==> src/rtl/fpa_pkg.sv <==
// shared types and codes for the handle pool allocator
`default_nettype none

package fpa_pkg;

    localparam int HANDLE_W = 6;
    localparam int OP_W     = 2;
    localparam int STAT_W   = 2;
    localparam int MAX_TRACKED = 64;

    localparam logic [OP_W-1:0] OP_ALLOC   = 2'd0;
    localparam logic [OP_W-1:0] OP_TRY     = 2'd1;
    localparam logic [OP_W-1:0] OP_DEALLOC = 2'd2;

    localparam logic [STAT_W-1:0] STAT_OK        = 2'd0;
    localparam logic [STAT_W-1:0] STAT_EMPTY     = 2'd1;
    localparam logic [STAT_W-1:0] STAT_EXHAUSTED = 2'd2;
    localparam logic [STAT_W-1:0] STAT_NOT_ALLOC = 2'd3;

    typedef struct packed {
        logic load;
        logic commit;
    } fpa_cmd_t;

    typedef struct packed {
        logic out_full;
    } fpa_stat_t;

endpackage

`default_nettype wire

==> src/rtl/fpa_ram.sv <==
// generic single-port-write ram with registered read
`default_nettype none

module fpa_ram #(
    parameter int WIDTH = 6,
    parameter int DEPTH = 64
) (
    input  wire logic                     aclk,
    input  wire logic                     wr_en,
    input  wire logic [$clog2(DEPTH)-1:0] wr_addr,
    input  wire logic [WIDTH-1:0]         wr_data,
    input  wire logic [$clog2(DEPTH)-1:0] rd_addr,
    output logic      [WIDTH-1:0]         rd_data
);

    logic [WIDTH-1:0] mem [DEPTH];

    always_ff @(posedge aclk) begin
        if (wr_en) begin
            mem[wr_addr] <= wr_data;
        end
        rd_data <= mem[rd_addr];
    end

endmodule

`default_nettype wire

==> src/rtl/fpa_ctrl.sv <==
// request sequencer for the handle pool allocator
`default_nettype none

module fpa_ctrl
    import fpa_pkg::*;
(
    input  wire logic      aclk,
    input  wire logic      aresetn,
    input  wire logic      s_tvalid,
    output logic           s_tready,
    output fpa_cmd_t       cmd,
    input  wire fpa_stat_t stat
);

    typedef enum logic [1:0] {
        S_IDLE = 2'b01,
        S_EXEC = 2'b10
    } state_t;

    state_t state_reg, state_next;

    assign s_tready   = (state_reg == S_IDLE);
    assign cmd.load   = s_tvalid && s_tready;
    assign cmd.commit = (state_reg == S_EXEC) && !stat.out_full;

    always_comb begin
        state_next = state_reg;
        case (state_reg)
            S_IDLE: begin
                if (cmd.load) begin
                    state_next = S_EXEC;
                end
            end
            S_EXEC: begin
                if (cmd.commit) begin
                    state_next = S_IDLE;
                end
            end
            default: state_next = S_IDLE;
        endcase
    end

    always_ff @(posedge aclk) begin
        if (!aresetn) begin
            state_reg <= S_IDLE;
        end else begin
            state_reg <= state_next;
        end
    end

endmodule

`default_nettype wire

==> src/rtl/fpa_dp.sv <==
// free list, allocated bitmap, mint counter and result register
`default_nettype none

module fpa_dp
    import fpa_pkg::*;
#(
    parameter int POOL_SIZE = 64
) (
    input  wire logic                aclk,
    input  wire logic                aresetn,
    input  wire fpa_cmd_t            cmd,
    output fpa_stat_t                stat,
    input  wire logic [OP_W-1:0]     opcode,
    input  wire logic [HANDLE_W-1:0] handle_in,
    output logic                     m_tvalid,
    input  wire logic                m_tready,
    output logic [HANDLE_W-1:0]      handle_out,
    output logic [STAT_W-1:0]        status
);

    localparam int FD = (POOL_SIZE < MAX_TRACKED) ? POOL_SIZE : MAX_TRACKED;
    localparam int PW = $clog2(FD);
    localparam int CW = $clog2(FD + 1);
    localparam int MW = $clog2(POOL_SIZE + 1);

    logic [OP_W-1:0]     op_reg;
    logic [HANDLE_W-1:0] hin_reg;
    logic [PW-1:0]       head_reg, head_next;
    logic [PW-1:0]       tail_reg, tail_next;
    logic [CW-1:0]       count_reg, count_next;
    logic [MW-1:0]       minted_reg, minted_next;
    logic [FD-1:0]       bm_reg, bm_next;
    logic                out_valid_reg;
    logic [HANDLE_W-1:0] out_handle_reg, out_handle_next;
    logic [STAT_W-1:0]   out_status_reg, out_status_next;

    logic                push;
    logic [HANDLE_W-1:0] pop_handle;
    logic                hin_in_range;

    fpa_ram #(
        .WIDTH(HANDLE_W),
        .DEPTH(FD)
    ) u_free_ram (
        .aclk    (aclk),
        .wr_en   (push),
        .wr_addr (tail_reg),
        .wr_data (hin_reg),
        .rd_addr (head_reg),
        .rd_data (pop_handle)
    );

    assign hin_in_range  = (32'(hin_reg) < POOL_SIZE);
    assign stat.out_full = out_valid_reg && !m_tready;

    always_comb begin
        head_next       = head_reg;
        tail_next       = tail_reg;
        count_next      = count_reg;
        minted_next     = minted_reg;
        bm_next         = bm_reg;
        push            = 1'b0;
        out_handle_next = '0;
        out_status_next = STAT_NOT_ALLOC;
        if (cmd.commit) begin
            if (op_reg == OP_ALLOC || op_reg == OP_TRY) begin
                if (count_reg != '0) begin
                    head_next  = (head_reg == PW'(FD - 1)) ? '0 : head_reg + 1'b1;
                    count_next = count_reg - 1'b1;
                    bm_next[pop_handle[PW-1:0]] = 1'b1;
                    out_handle_next = pop_handle;
                    out_status_next = STAT_OK;
                end else if (op_reg == OP_TRY) begin
                    out_status_next = STAT_EMPTY;
                end else if (minted_reg < MW'(POOL_SIZE)) begin
                    minted_next = minted_reg + 1'b1;
                    if (minted_reg < MW'(FD)) begin
                        bm_next[minted_reg[PW-1:0]] = 1'b1;
                    end
                    out_handle_next = HANDLE_W'(minted_reg);
                    out_status_next = STAT_OK;
                end else begin
                    out_status_next = STAT_EXHAUSTED;
                end
            end else if (op_reg == OP_DEALLOC) begin
                out_handle_next = hin_reg;
                if (hin_in_range && bm_reg[hin_reg[PW-1:0]]) begin
                    bm_next[hin_reg[PW-1:0]] = 1'b0;
                    out_status_next = STAT_OK;
                    if (count_reg < CW'(FD)) begin
                        push       = 1'b1;
                        tail_next  = (tail_reg == PW'(FD - 1)) ? '0 : tail_reg + 1'b1;
                        count_next = count_reg + 1'b1;
                    end
                end
            end
        end
    end

    always_ff @(posedge aclk) begin
        if (!aresetn) begin
            head_reg      <= '0;
            tail_reg      <= '0;
            count_reg     <= '0;
            minted_reg    <= '0;
            bm_reg        <= '0;
            out_valid_reg <= 1'b0;
        end else begin
            head_reg   <= head_next;
            tail_reg   <= tail_next;
            count_reg  <= count_next;
            minted_reg <= minted_next;
            bm_reg     <= bm_next;
            if (cmd.commit) begin
                out_valid_reg <= 1'b1;
            end else if (m_tready) begin
                out_valid_reg <= 1'b0;
            end
        end
    end

    always_ff @(posedge aclk) begin
        if (cmd.load) begin
            op_reg  <= opcode;
            hin_reg <= handle_in;
        end
        if (cmd.commit) begin
            out_handle_reg <= out_handle_next;
            out_status_reg <= out_status_next;
        end
    end

    assign m_tvalid   = out_valid_reg;
    assign handle_out = out_handle_reg;
    assign status     = out_status_reg;

endmodule

`default_nettype wire

==> src/rtl/fifo_handle_pool_allocator_top.sv <==
// top level of the fifo free-list handle pool allocator
//
// channel   dir  handshake           payload
// s_*       in   s_tvalid/s_tready   s_tdata: opcode[1:0], handle_in[7:2]
// m_*       out  m_tvalid/m_tready   m_tdata: handle_out[5:0], status[7:6]
//
// each request is accepted, then executed: the execute state reads the
// free list head from the ram's registered port and updates list and bitmap
// one request in flight; the next is accepted while the result waits in m_tdata
// execute holds while an untaken result still sits in the output register
// aresetn (synchronous) empties the free list and clears all allocated bits
`default_nettype none

module fifo_handle_pool_allocator_top
    import fpa_pkg::*;
#(
    parameter int POOL_SIZE = 64
) (
    input  wire logic       aclk,
    input  wire logic       aresetn,
    input  wire logic       s_tvalid,
    output logic            s_tready,
    input  wire logic [7:0] s_tdata,   // opcode, handle_in
    output logic            m_tvalid,
    input  wire logic       m_tready,
    output logic [7:0]      m_tdata    // handle_out, status
);

    fpa_cmd_t            cmd;
    fpa_stat_t           stat;
    logic [HANDLE_W-1:0] handle_out;
    logic [STAT_W-1:0]   status;

    fpa_ctrl u_ctrl (
        .aclk     (aclk),
        .aresetn  (aresetn),
        .s_tvalid (s_tvalid),
        .s_tready (s_tready),
        .cmd      (cmd),
        .stat     (stat)
    );

    fpa_dp #(
        .POOL_SIZE(POOL_SIZE)
    ) u_dp (
        .aclk       (aclk),
        .aresetn    (aresetn),
        .cmd        (cmd),
        .stat       (stat),
        .opcode     (s_tdata[1:0]),
        .handle_in  (s_tdata[7:2]),
        .m_tvalid   (m_tvalid),
        .m_tready   (m_tready),
        .handle_out (handle_out),
        .status     (status)
    );

    assign m_tdata = {status, handle_out};

endmodule

`default_nettype wire

==> config.mk <==
export PLATFORM = sky130hd
export DESIGN_NAME = fifo_handle_pool_allocator_top
export DESIGN_NICKNAME = d
export VERILOG_FILES = /design/src/rtl/fpa_pkg.sv /design/src/rtl/fpa_ram.sv /design/src/rtl/fpa_ctrl.sv /design/src/rtl/fpa_dp.sv /design/src/rtl/fifo_handle_pool_allocator_top.sv
export SDC_FILE = /design/constraint.sdc
export NUM_CORES = 1
export LEC_CHECK = 0
export ABC_CLOCK_PERIOD_IN_PS = 8750
export CAP_MARGIN = 30
export CELL_PAD_IN_SITES_DETAIL_PLACEMENT = 1
export CELL_PAD_IN_SITES_GLOBAL_PLACEMENT = 1
export CORE_MARGIN = 4
export CORE_UTILIZATION = 59
export DETAILED_ROUTE_END_ITERATION = 8
export DONT_BUFFER_PORTS = 1
export PLACE_DENSITY_LB_ADDON = 0.1
export SLEW_MARGIN = 20
export SYNTH_ARGS = -nofsm -noshare
export SYNTH_HDL_FRONTEND = slang
export SYNTH_SLANG_ARGS = --single-unit
==> constraint.sdc <==
create_clock -name aclk -period 8.75 [get_ports aclk]
set_input_delay 0.875 -clock aclk [delete_from_list [all_inputs] [get_ports aclk]]
set_output_delay 0.875 -clock aclk [all_outputs]
set_load 0.01 [all_outputs]
==> results by stage, run 1 <==
Critical path:
- The startpoint identified for the worst register-to-register timing path is u_dp.hin_reg[0]$_DFFE_PP_.
- The worst register-to-register path ends at u_dp.u_free_ram.mem[14][0]$_DFFE_PP_.
- The signal on the critical path passes through buf_4 > buf_4 > mux2i_1 > mux4_2 > o22a_1 > nand3_1 > o31ai_4 > buf_4 > or3_1 > nor2_1.
- STA puts the critical path data arrival time at 5.16 ns.
- The worst setup path is captured at a register.
- In this run the worst setup path begins at u_dp.hin_reg[0]$_DFFE_PP_.
- STA classifies the critical path startpoint as a register.
- The largest single stage delay on the critical path is 0.75 ns.
- Following the worst setup path forward leads to its endpoint at u_dp.u_free_ram.mem[14][0]$_DFFE_PP_.
- In this run the number of cells on the critical path is 10.
- The number of buffer and inverter stages on the critical path is 3.
- The biggest fanout along the worst timing path is 58.
- On the critical path, the stage with the largest delay is an instance of sky130_fd_sc_hd__or3_1.
- The worst setup path is of the reg -> reg kind.
- STA puts the critical path data required time at 8.98 ns.
- The most frequent cell on the critical path is sky130_fd_sc_hd__buf_4.
- The path depth of the worst reg2reg path is 10.
- The cell family contributing the most delay on the critical path is buffers and inverters.
- The worst register-to-register path has a setup slack of 3.81 ns.

Floorplanning:
- The floorplan step defined a die boundary enclosing 39770 µm².
- The effective utilization at floorplan is 60.35%.
- The initialized floorplan defines 69 standard-cell rows.
- Measured along the y axis, the die boundary spans 199.4 µm.
- In this run the standard cell core region covers 35830 µm².
- Measured along the x axis, the die boundary spans 199.4 µm.
- Pin placement for this block handled 22 I/O pins.

Drt:
- In this run, the number of DRC markers left after iteration 0 of detailed routing was 1425.
- For this run, design rule violations remaining after detail routing come to 0.
- The final route contains 13770 vias.
- The first detailed-routing pass took 5 iterations.
- In the final routed layout, each cell accounts on average for 32.37 µm.
- Once detail routing completed, the nets flagged for antenna violations numbered 0.
- The final wirelength is 61440 µm.
- The average vias per placed instance is 7.257.

Outcome:
- The run finished with clean final reports.

Synth:
- The mean cell area of the mapped netlist is 15.21 µm².
- The netlist area before placement is 21620 µm².
- The post-synthesis async set-or-reset flop share is 0%.
- Counting every net in the synthesized netlist gives 1444.
- The dominant synthesized flop cell is sky130_fd_sc_hd__edfxtp_1.
- After synthesis, the netlist uses 60 different library cells.
- Counting flops with a built-in enable in the synthesized netlist gives 400.
- Summing the sequential cell areas from Yosys gives 64.72% of the chip area.
- In the synthesized netlist, the number of instances is 1422.
- After synthesis the netlist holds a flip-flop and latch count of 499.
- The yosys synthesis warning count is 0.

Global route:
- Entering global routing, the biggest net connects 90 pins.
- Global routing finished with a remaining overflow of 0.
- The all-layer global routing usage is 31.43%.
- The number of antenna violations at the first check in global routing is 1.
- The first global-routing pass estimated 92250 µm of wire.
- The number of global-route vias before repair is 14010.

STA:
- The setup skew after layout is 0.01967 ns.
- Setup repair after global routing left no endpoint under its margin.
- The worst-margin pin slew is 0.9967 ns.
- In this run the tightest slew margin relative to its limit is 33.05%.
- The final number of hold-violating endpoints is 0.
- Setup violations remaining at the end of the flow were counted as 0.
- Adding up every negative setup slack in the final design gives 0 ns.
- Of the available clock period, the critical path in the final layout requires 56.40%.
- The count of final max-slew check failures is 0.
- Based on the critical path, the design can be clocked at up to 0.2026 GHz.
- For the finished layout, the period the worst path requires is 4.935 ns.

Cells and area:
- The final instance area is 23850 µm².
- The number of flip-flops under the largest register name is 384.
- The count of filler cells inserted in the layout is 3135.
- Of the cells placed in the final design, the portion with a size suffix greater than 1 is 19.78%.
- The final net count is 1422.
- Compared with the post-synthesis result, the final layout area differs by 10.32%.

Placed design:
- The total half-perimeter wirelength after legalization and detailed placement is 35930 µm.
- The placer's final routability congestion estimate is 0.8690.
- The cell area after placement is 22020 µm².
- The quantity of I/O buffers inserted on ports is 0.

Power:
- The worst-case IR drop observed on VDD is 235.3 µV.
- The analysis attributes to cell leakage a power of 7.196 nW.
- Dividing total power by cell area gives a power density of 209.2 nW/µm².

Clocking:
- The root buffer cell is sky130_fd_sc_hd__clkbuf_16.
- The clock reaches the later pin of the worst-skew pair after 0.60 ns.
- Counting the buffers created by CTS gives 49.
- The maximum level of the CTS H-tree is 2.
- The sink count of the clock tree is 499.
- TritonCTS built the clock tree.
- The clock-pin slew reported for the worst setup and hold paths after clock tree synthesis is 0.07 ns.
- The post-cts gate resize count is 0.
- The number of buffers inserted to repair setup after CTS is 0.
- After clock tree synthesis, the flow added hold-fix buffers numbering 0.
- The longest clock path from root to sink contains 3 buffers.

Hold path:
- The worst hold path was traced through 0 stages.
- The min-delay analysis places its worst path in the category in -> reg.

Run:
- The count of maximum capacitance violations is 0.
[stage by stage]
| step | worst slack (ns) | hold slack, ns | power, W | util [%] | cells |
|---|---|---|---|---|---|
| final | 3.815 | 0.3679 | 0.004989 | 66.58 | 1898 |
| after global routing | 3.715 | 0.3447 | 0.005139 | 66.58 | 1898 |
| after CTS | 3.921 | 0.3509 | 0.005009 | 66.27 | 1884 |
| after detailed placement | 3.931 | 0.4743 | 0.002759 | 61.46 | 1797 |
| after global placement | 4.145 | 0.4682 | 0.002755 | 61.03 | 1782 |
| after floorplan | 4.841 | 0.4536 | 0.002715 | - | 1422 |
[report_power, final]
part / internal (W) / leakage, nW / switching, W
sequential: 0.00257 / 4.41 / 0.0000123
clock: 0.00137 / 0.828 / 0.000913
combinational: 0.0000274 / 1.96 / 0.0000966
[worst reg2reg max path: stages (launching register included)]
cell and delay, ns:
sky130_fd_sc_hd__edfxtp_1 0.33, sky130_fd_sc_hd__buf_4 0.50, sky130_fd_sc_hd__buf_4 0.75, sky130_fd_sc_hd__mux2i_1 0.26, sky130_fd_sc_hd__mux4_2 0.48, sky130_fd_sc_hd__o22a_1 0.23, sky130_fd_sc_hd__nand3_1 0.20, sky130_fd_sc_hd__o31ai_4 0.09
sky130_fd_sc_hd__buf_4 0.38, sky130_fd_sc_hd__or3_1 0.78, sky130_fd_sc_hd__nor2_1 0.56
[layer usage]
layer / share of wire, % / vias to the layer above / track usage [%]
li1: - / 5756 / -
met1: 39 / 7122 / 43.06
met2: 49 / 736 / 51.06
met3: 8.0 / 159 / 6.053
met4: 4.1 / 0 / 11.87
met5: 0 / - / 0
[synthesized netlist by cell type, types with 3 or more instances]
cell                        number  area (µm²)
sky130_fd_sc_hd__o311ai_0       51       446.7
sky130_fd_sc_hd__buf_4           3       22.52
sky130_fd_sc_hd__nor4_1         24       150.1
sky130_fd_sc_hd__nand2_1        50       187.7
sky130_fd_sc_hd__nand3_1        54       270.3
sky130_fd_sc_hd__nor3_1         26       130.1
sky130_fd_sc_hd__xor2_1          8       70.07
sky130_fd_sc_hd__o21ai_1        31       155.2
sky130_fd_sc_hd__and2_1          3       18.77
sky130_fd_sc_hd__dfxtp_1        99        1982
sky130_fd_sc_hd__nor2b_1         8       50.05
sky130_fd_sc_hd__nand2b_1       14       87.58
sky130_fd_sc_hd__inv_1           7       26.28
sky130_fd_sc_hd__or4_1           3       22.52
sky130_fd_sc_hd__mux4_2        128        2883
sky130_fd_sc_hd__ha_1            9       112.6
sky130_fd_sc_hd__o22ai_1        64       400.4
sky130_fd_sc_hd__a21oi_1        30       150.1
sky130_fd_sc_hd__buf_1          12       45.04
sky130_fd_sc_hd__nor2_1         61       229.0
sky130_fd_sc_hd__or3b_2          6       52.55
sky130_fd_sc_hd__buf_6           4       45.04
sky130_fd_sc_hd__a31oi_1        15       93.84
sky130_fd_sc_hd__xnor2_1         7       61.31
sky130_fd_sc_hd__mux2i_1        36       360.4
sky130_fd_sc_hd__o2111ai_1       4       35.03
sky130_fd_sc_hd__buf_2          33       165.2
sky130_fd_sc_hd__nand3b_1       12       90.09
sky130_fd_sc_hd__o31ai_1         7       52.55
sky130_fd_sc_hd__a22oi_1         9       67.56
sky130_fd_sc_hd__o21ai_0        64       320.3
sky130_fd_sc_hd__edfxtp_1      400       12010
sky130_fd_sc_hd__or3_1          11       68.82
sky130_fd_sc_hd__clkbuf_1       76       285.3
sky130_fd_sc_hd__nand4_1         5       31.28
sky130_fd_sc_hd__a311oi_1       11       96.34
sky130_fd_sc_hd__and3_1          9       56.30
[cell usage in the layout (no fill, tap or decap), drive strengths merged, types with 46 or more instances in the layout]
cell type / Yosys / layout
buf: 52 / 46
edfxtp: 400 / 400
dfxtp: 99 / 99
nand3: 54 / 54
nand2: 51 / 51
o21ai: 96 / 96
o311ai: 51 / 51
nor2: 62 / 62
mux4: 128 / 128
o22ai: 64 / 64
clkbuf: 76 / 63
[kinds of logic (layout without fill, tap and decap cells)]
kind of cell / Yosys count / in the layout / synth area share, %
AO/OA/AOI/OAI: 301 / 301 / 8.992
XOR/XNOR: 15 / 15 / 0.6076
adder cells (fa/ha/maj): 10 / 10 / 0.6134
buffers and inverters: 135 / 149 / 2.726
flip-flops: 499 / 499 / 64.72
multiplexers: 164 / 164 / 15.00
other: 0 / 1 / 0
AND/OR/NAND/NOR: 298 / 298 / 7.343
[how the worst min path moves through the flow]
stage | startpoint | to | slack (ns)
floorplan | u_dp.bm_reg[48]$_SDFFE_PN0P_ | u_dp.bm_reg[48]$_SDFFE_PN0P_ | 0.45
global placement | u_dp.bm_reg[18]$_SDFFE_PN0P_ | u_dp.bm_reg[18]$_SDFFE_PN0P_ | 0.47
detailed placement | u_dp.bm_reg[49]$_SDFFE_PN0P_ | u_dp.bm_reg[49]$_SDFFE_PN0P_ | 0.47
CTS | s_tdata[7] | u_dp.hin_reg[5]$_DFFE_PP_ | 0.35
global route | s_tdata[4] | u_dp.hin_reg[2]$_DFFE_PP_ | 0.34
finish | s_tdata[2] | u_dp.hin_reg[0]$_DFFE_PP_ | 0.37
[layout make-up]
type / count / area (µm²) / area share, %
Sequential cell: 499 / 14000 / 58.70
Inverter: 7 / 26.28 / 0.1102
Antenna cell: 1 / 2.502 / 0.01049
Clock inverter: 31 / 462.9 / 1.941
Multi-Input combinational cell: 788 / 7104 / 29.78
Tap cell: 461 / 576.8 / 2.418
Timing Repair Buffer: 55 / 415.4 / 1.741
Clock buffer: 56 / 1262 / 5.293
No activity file was read; power rests on OpenSTA's default activity.
==> run 2, diff against run 1 <==
Settings changed: ABC_CLOCK_PERIOD_IN_PS 8750 to 4410, CORE_UTILIZATION 59 to 49.
Clock period 8.75 ns to 4.41 ns, I/O delays scaled along.
==> results by stage, run 2 (synthesis results as in run 1) <==
Critical path:
- The largest stage delay on the critical path is 0.67 ns (was 0.75 ns).
- The type of origin of the critical path is a register (unchanged).
- The number of buffer and inverter stages on the critical path came to 3 (unchanged).
- The classification of the worst setup path is reg -> reg (unchanged).
- The data required time at the worst endpoint is 4.95 ns (was 8.98 ns).
- The biggest fanout along the worst timing path is 44 (was 58).
- The most frequent cell on the critical path is sky130_fd_sc_hd__buf_4 (unchanged).
- The highest-delay cell along the critical path is sky130_fd_sc_hd__nor2b_1 (was sky130_fd_sc_hd__or3_1).
- The cell type group with the largest total delay on the critical path is buffers and inverters (unchanged).
- The path depth of the worst reg2reg path was 10 (unchanged).
- The setup slack on the worst flop-to-flop path came to 0.59 ns (was 3.81 ns).
- The reg-to-reg startpoint is u_dp.hin_reg[1]$_DFFE_PP_ (was u_dp.hin_reg[0]$_DFFE_PP_).
- The endpoint kind of the worst setup timing path is a register (unchanged).
- Sequence of cells on the critical path: buf_4 > nor2b_1 > a22oi_1 > nand3b_1 > o31ai_1 > o31ai_4 > buf_4 > buf_4 > o21a_1 > mux2i_1 (was buf_4 > buf_4 > mux2i_1 > mux4_2 > o22a_1 > nand3_1 > o31ai_4 > buf_4 > or3_1 > nor2_1).
- The arrival time of data at the critical path endpoint is 4.36 ns (was 5.16 ns).
- The worst reg2reg path endpoint is u_dp.count_reg[0]$_SDFFE_PN0P_ (was u_dp.u_free_ram.mem[14][0]$_DFFE_PP_).

Drt:
- The final routed DRC violation total came to 0 (unchanged).
- The mean routed wirelength per cell is 30.00 µm (was 32.37 µm).
- The remaining antenna violation count came to 0 (unchanged).
- The detailed-routing wirelength on met1 is 25560 µm (was 23670 µm).
- The count of vias placed by the detailed router was 13560 (was 13770).
- The average vias per placed instance came to 6.609 (was 7.257).
- The number of design-rule violations left by the first detailed-router iteration was 1309 (was 1425).
- The met2 layer wire length in the routed design is 30370 µm (was 30310 µm).
- The amount of wire on met3 after detailed routing was 3326 µm (was 4916 µm).
- The final wirelength was 61560 µm (was 61440 µm).
- The uppermost layer routed is met4 (unchanged).
- The count of TritonRoute iterations in the first routing pass is 5 (unchanged).

Global route:
- The number of global-route vias before repair is 14280 (was 14010).
- The number of antenna violations at the first check in global routing was 0 (was 1).
- The global-route wire length before repair was 93160 µm (was 92250 µm).
- The all-layer global routing usage is 26.22% (was 31.43%).
- The total global routing overflow came to 0 (unchanged).
- The maximum number of pins on one net before global-route repair was 65 (was 90).

STA:
- The final number of hold-violating endpoints is 0 (unchanged).
- The setup skew after layout is 0.01405 ns (was 0.01967 ns).
- The fraction of the cycle the final worst path needs came to 86.62% (was 56.40%).
- The tightest slew margin relative to the limit came to 38.38% (was 33.05%).
- Unrepaired setup endpoints after global routing: false (unchanged).
- The final hold slack is 0.03716 ns (was 0.3679 ns).
- The highest clock rate is 0.2618 GHz (was 0.2026 GHz).
- The accumulated negative setup slack is 0 ns (unchanged).
- The final critical-path required period is 3.820 ns (was 4.935 ns).
- The final setup violation count is 0 (unchanged).
- The worst-margin pin slew is 0.9172 ns (was 0.9967 ns).
- The count of final max-slew check failures was 0 (unchanged).

Placed design:
- The cell area after placement is 22350 µm² (was 22020 µm²).
- The total half-perimeter wirelength after legalization and detailed placement came to 38040 µm (was 35930 µm).
- The quantity of I/O buffers inserted on ports is 0 (unchanged).
- The placer's final routability congestion estimate is 0.8465 (was 0.8690).

Floorplanning:
- The count of pins on the block boundary is 22 (unchanged).
- The overall die area was 47550 µm² (was 39770 µm²).
- The die height was 218.1 µm (was 199.4 µm).
- The horizontal extent of the die is 218.1 µm (was 199.4 µm).
- The placeable core area was 43360 µm² (was 35830 µm²).
- The effective utilization at floorplan was 49.86% (was 60.35%).
- The cell row count is 76 (was 69).

Power:
- The static leakage power was 7.301 nW (was 7.196 nW).
- The cell area power density is 401.4 nW/µm² (was 209.2 nW/µm²).
- The peak supply drop was 359.8 µV (was 235.3 µV).

Clocking:
- The clock-pin slew reported for the worst setup and hold paths after clock tree synthesis was 0.06 ns (was 0.07 ns).
- The total CTS buffers came to 51 (was 49).
- The root buffer cell is sky130_fd_sc_hd__clkbuf_16 (unchanged).
- The clock latency reported for the late side of the worst-skew pair is 0.61 ns (was 0.60 ns).
- The clock tree from TritonCTS is built (unchanged).
- The maximum level of the CTS H-tree is 2 (unchanged).
- The number of buffers on the longest clock path is 3 (unchanged).
- The sink count of the clock tree is 499 (unchanged).

Hold path:
- The destination of the worst hold path is u_dp.tail_reg[5]$_SDFFE_PN0P_ (was u_dp.hin_reg[0]$_DFFE_PP_).
- The class of the worst hold path is in -> reg (unchanged).
- The worst hold path stage count came to 2 (was 0).
- The origin of the worst min-delay path was aresetn (was s_tdata[2]).

Cells and area:
- The share of the core filled with cells in the final layout is 55.78% (was 66.58%).
- The number of flip-flops under the largest register name is 384 (unchanged).
- The most frequent standard cell in the layout excluding fill and tap cells is sky130_fd_sc_hd__edfxtp_1 (unchanged).
- The final net count came to 1448 (was 1422).
- The relative area change from synthesis to final layout is 11.86% (was 10.32%).
- The antenna cell count is 0 (was 1).
- The fraction of final layout cells with drive strength greater than 1 is 19.90% (was 19.78%).
- The final instance area was 24190 µm² (was 23850 µm²).
- Most frequent cells in the layout: sky130_fd_sc_hd__edfxtp_1 (400), sky130_fd_sc_hd__mux4_2 (128), sky130_fd_sc_hd__dfxtp_1 (95) (was sky130_fd_sc_hd__edfxtp_1 (400), sky130_fd_sc_hd__mux4_2 (128), sky130_fd_sc_hd__dfxtp_1 (96)).

Run:
- The count of maximum capacitance violations is 0 (unchanged).

Outcome:
- Run status: finished, final reports clean (unchanged).
[run 2: changes by cell type in the layout (fill, tap and decap cells not counted), sizes merged]
cell | before | now
clkinv | 14 | 28
dlygate4sd3 | 0 | 12
buf | 46 | 64
bufinv | 11 | 5
inv | 9 | 8
diode | 1 | 0
clkdlybuf4s15 | 2 | 1
clkinvlp | 4 | 2
clkbuf | 63 | 60
[run 2: worst max-delay path by stage]
stage               cells after the start                       from                                    to  slack (ns)
global placement                        9  u_dp.hin_reg[3]$_DFFE_PP_  u_dp.u_free_ram.mem[17][0]$_DFFE_PP_        0.74
finish                                 10  u_dp.hin_reg[1]$_DFFE_PP_        u_dp.count_reg[0]$_SDFFE_PN0P_        0.59
detailed placement                      9  u_dp.hin_reg[3]$_DFFE_PP_  u_dp.u_free_ram.mem[55][3]$_DFFE_PP_        0.66
CTS                                     9  u_dp.hin_reg[3]$_DFFE_PP_  u_dp.u_free_ram.mem[55][3]$_DFFE_PP_        0.62
global route                            9  u_dp.hin_reg[3]$_DFFE_PP_  u_dp.u_free_ram.mem[55][3]$_DFFE_PP_        0.40
floorplan                              11  u_dp.hin_reg[0]$_DFFE_PP_   u_dp.u_free_ram.mem[0][0]$_DFFE_PP_        0.50
[run 2: metal layers]
layer  track usage (%)  vias to the layer above
li1                  -                     5817
met1             35.37                     7120
met2             43.45                      485
met3             4.124                      139
met4             9.880                        0
met5                 0                        -
[run 2: through the flow]
step                      setup slack [ns]  instances  total power (W)
after floorplan                     0.5012       1422         0.005386
after global placement              0.7432       1933         0.005472
after detailed placement            0.6559       1940         0.005480
after CTS                           0.6234       2047         0.009789
after global routing                0.3989       2052          0.01003
final                               0.5901       2052         0.009707
[run 2: area by class of cell]
| type | count | area (µm²) |
|---|---|---|
| clock buffers | 58 | 1324 |
| inverters | 7 | 26.28 |
| fillers | 4046 | 19180 |
| well taps | 585 | 732.0 |
| flip-flops and latches | 499 | 14000 |
| clock inverters | 36 | 332.8 |
| repair buffers | 79 | 696.9 |
| multi-input cells | 788 | 7071 |
[run 2: worst register-to-register path: cells and delay by family (launching register included)]
| family | cells | cell delay [ns] |
|---|---|---|
| multiplexers | 1 | 0.23 |
| AO/OA/AOI/OAI | 4 | 1.11 |
| AND/OR/NAND/NOR | 2 | 0.82 |
| flip-flops | 1 | 0.40 |
| buffers and inverters | 3 | 1.17 |
[run 2: power breakdown]
part           total, W  internal [W]  leakage (nW)  switching (W)
clock           0.00430       0.00245         0.813        0.00184
sequential      0.00514       0.00511          4.41      0.0000268
combinational  0.000273     0.0000686          2.08       0.000205
[run 2: repair_timing]
action / CTS / global route
gates resized for setup: 0 / 0
buffers inserted: 0 / 0
hold endpoints to repair: 42 / 0
hold buffers: 13 / 0
==> run 3, diff against run 2 <==
Settings changed: PLACE_DENSITY set to 0.79, PLACE_DENSITY_LB_ADDON 0.1 to not set.
==> results by stage, run 3 (synthesis results as in run 1) <==
Critical path:
- The biggest fanout along the worst timing path is 35 (was 44).
- The endpoint kind of the worst setup timing path is a register (unchanged).
- The largest stage delay on the critical path was 0.60 ns (was 0.67 ns).
- The setup slack on the worst flop-to-flop path is 0.59 ns (about the same).
- Sequence of cells on the critical path: buf_4 > nand3b_1 > o31ai_1 > o31ai_4 > or2_1 > buf_4 > nor3_1 > buf_4 (was buf_4 > nor2b_1 > a22oi_1 > nand3b_1 > o31ai_1 > o31ai_4 > buf_4 > buf_4 > o21a_1 > mux2i_1).
- The most frequent cell on the critical path is sky130_fd_sc_hd__buf_4 (unchanged).
- The classification of the worst setup path is reg -> reg (unchanged).
- The data required time at the worst endpoint is 4.75 ns (was 4.95 ns).
- The type of origin of the critical path is a register (unchanged).
- The arrival time of data at the critical path endpoint is 4.16 ns (was 4.36 ns).
- The highest-delay cell along the critical path is sky130_fd_sc_hd__or2_1 (was sky130_fd_sc_hd__nor2b_1).

Drt:
- The count of TritonRoute iterations in the first routing pass is 5 (unchanged).
- The final routed DRC violation total came to 0 (unchanged).
- The final wirelength is 63000 µm (was 61560 µm).
- The count of vias placed by the detailed router is 13970 (was 13560).
- The mean routed wirelength per cell is 30.67 µm (was 30.00 µm).
- The remaining antenna violation count is 0 (unchanged).
- The average vias per placed instance is 6.800 (was 6.609).
- The number of design-rule violations left by the first detailed-router iteration is 1796 (was 1309).

STA:
- The final hold slack is 0.01618 ns (was 0.03716 ns).
- The worst-margin pin slew came to 0.9581 ns (was 0.9172 ns).
- Unrepaired setup endpoints after global routing: false (unchanged).
- The accumulated negative setup slack is 0 ns (unchanged).
- The count of final max-slew check failures is 0 (unchanged).
- The highest clock rate is 0.2620 GHz (was 0.2618 GHz).
- The fraction of the cycle the final worst path needs is 86.55% (was 86.62%).
- The setup skew after layout came to 0.03359 ns (was 0.01405 ns).
- The final setup violation count is 0 (unchanged).
- The tightest slew margin relative to the limit is 36.13% (was 38.38%).
- The final number of hold-violating endpoints was 0 (unchanged).
- The final critical-path required period is 3.817 ns (was 3.820 ns).

Clocking:
- The number of buffers inserted to repair setup after CTS is 0 (unchanged).
- The root buffer cell is sky130_fd_sc_hd__clkbuf_16 (unchanged).
- The clock-pin slew reported for the worst setup and hold paths after clock tree synthesis is 0.06 ns (about the same).
- The clock tree from TritonCTS is built (unchanged).
- The clock latency reported for the late side of the worst-skew pair is 0.63 ns (was 0.61 ns).
- The number of buffers on the longest clock path is 3 (unchanged).
- The sink count of the clock tree was 499 (unchanged).
- The maximum level of the CTS H-tree was 2 (unchanged).
- The total CTS buffers was 52 (was 51).

Floorplanning:
- The horizontal extent of the die is 218.1 µm (unchanged).
- The placeable core area came to 43360 µm² (unchanged).
- The effective utilization at floorplan is 49.86% (unchanged).
- The count of pins on the block boundary is 22 (unchanged).
- The cell row count is 76 (unchanged).
- The overall die area is 47550 µm² (unchanged).
- The die height is 218.1 µm (unchanged).

Cells and area:
- The antenna cell count is 0 (unchanged).
- The final net count was 1451 (was 1448).
- The number of standard cells in the layout, taps in and fillers out is 2054 (was 2052).
- The relative area change from synthesis to final layout is 12.09% (was 11.86%).
- The count of filler cells inserted in the layout came to 4060 (was 4046).
- The number of flip-flops under the largest register name is 384 (unchanged).
- Most frequent cells in the layout: sky130_fd_sc_hd__edfxtp_1 (400), sky130_fd_sc_hd__mux4_2 (128), sky130_fd_sc_hd__dfxtp_1 (96) (was sky130_fd_sc_hd__edfxtp_1 (400), sky130_fd_sc_hd__mux4_2 (128), sky130_fd_sc_hd__dfxtp_1 (95)).
- The share of the core filled with cells in the final layout was 55.90% (was 55.78%).
- The most frequent standard cell in the layout excluding fill and tap cells is sky130_fd_sc_hd__edfxtp_1 (unchanged).
- The fraction of final layout cells with drive strength greater than 1 was 20.08% (was 19.90%).

Global route:
- The number of global-route vias before repair is 14510 (was 14280).
- The global-route wire length before repair was 95140 µm (was 93160 µm).
- The maximum number of pins on one net before global-route repair is 101 (was 65).
- The total global routing overflow was 0 (unchanged).
- The all-layer global routing usage was 26.71% (was 26.22%).
- The number of antenna violations at the first check in global routing came to 0 (unchanged).

Power:
- The static leakage power is 7.329 nW (was 7.301 nW).
- The cell area power density is 402.8 nW/µm² (was 401.4 nW/µm²).
- The total power after layout is 0.009762 W (was 0.009707 W).
- The peak supply drop came to 383.5 µV (was 359.8 µV).

Placed design:
- The number of placed instances with taps included was 1949 (was 1940).
- The quantity of I/O buffers inserted on ports was 0 (unchanged).
- The total half-perimeter wirelength after legalization and detailed placement came to 38590 µm (was 38040 µm).
- The placer's final routability congestion estimate is 0.8800 (was 0.8465).

Hold path:
- The class of the worst hold path is in -> reg (unchanged).

Run:
- The count of maximum capacitance violations was 0 (unchanged).

Outcome:
- Run status: finished, final reports clean (unchanged).
run 3: changes by cell type in the layout (fill, tap and decap cells not counted), sizes merged:
| cell | delta |
|---|---|
| inv | +1 |
| dlygate4sd3 | -3 |
| clkdlybuf4s15 | -1 |
| clkbuf | +9 |
| clkinv | -11 |
| buf | +8 |
| bufinv | -1 |
run 3: worst paths after layout:
check	cells after the start	start	end
worst max-delay path	8	u_dp.hin_reg[5]$_DFFE_PP_	u_dp.u_free_ram.mem[3][4]$_DFFE_PP_
worst min-delay path	2	aresetn	u_dp.bm_reg[62]$_SDFFE_PN0P_
worst min register to register	2	u_dp.bm_reg[38]$_SDFFE_PN0P_	u_dp.bm_reg[38]$_SDFFE_PN0P_
worst max register to register	8	u_dp.hin_reg[5]$_DFFE_PP_	u_dp.u_free_ram.mem[3][4]$_DFFE_PP_
run 3: worst max-delay path: cells and delay by family, from the launching register on:
kind,cells,cell delay [ns]
AND/OR/NAND/NOR,3,1.37
flip-flops,1,0.44
buffers and inverters,3,0.98
AO/OA/AOI/OAI,2,0.74
run 3: cell type report:
cell class	count	area [µm²]	share of cell area (%)
sequential	499	14000	57.77
timing repair buffer	81	742.0	3.061
clock buffer	69	1395	5.756
inverter	7	26.28	0.1084
clock inverter	25	281.5	1.162
multi-input combinational	788	7058	29.12
tap	585	732.0	3.020
run 3: timing repair:
action | 4_1_cts | 5_1_grt
hold buffers | 10 | 0
endpoints found under the hold margin | 43 | 0
resized for setup | 0 | 0
run 3: routing by layer:
layer / GRT usage (%) / wire, µm / vias up / part of all wire [%]
met5: 0 / 0 / - / 0
met1: 36.10 / 24320 / 7299 / 39
met2: 44.08 / 31210 / 701 / 50
met3: 5.350 / 5141 / 163 / 8.2
met4: 8.511 / 2328 / 0 / 3.7
li1: - / - / 5804 / -
run 3: metrics by stage:
step	cell area [µm²]	setup WS [ns]
after detailed placement	22440	0.6050
final	24240	0.5932
after CTS	24230	0.6071
after global placement	22410	0.8802
after global routing	24240	0.4159
after floorplan	21620	0.5012
run 3: where the power goes:
part           leakage, nW  switching, W  internal (W)
logic                 2.11      0.000202     0.0000651
registers             4.41     0.0000291       0.00511
clock network        0.815       0.00189       0.00247
total                 7.33       0.00212       0.00764
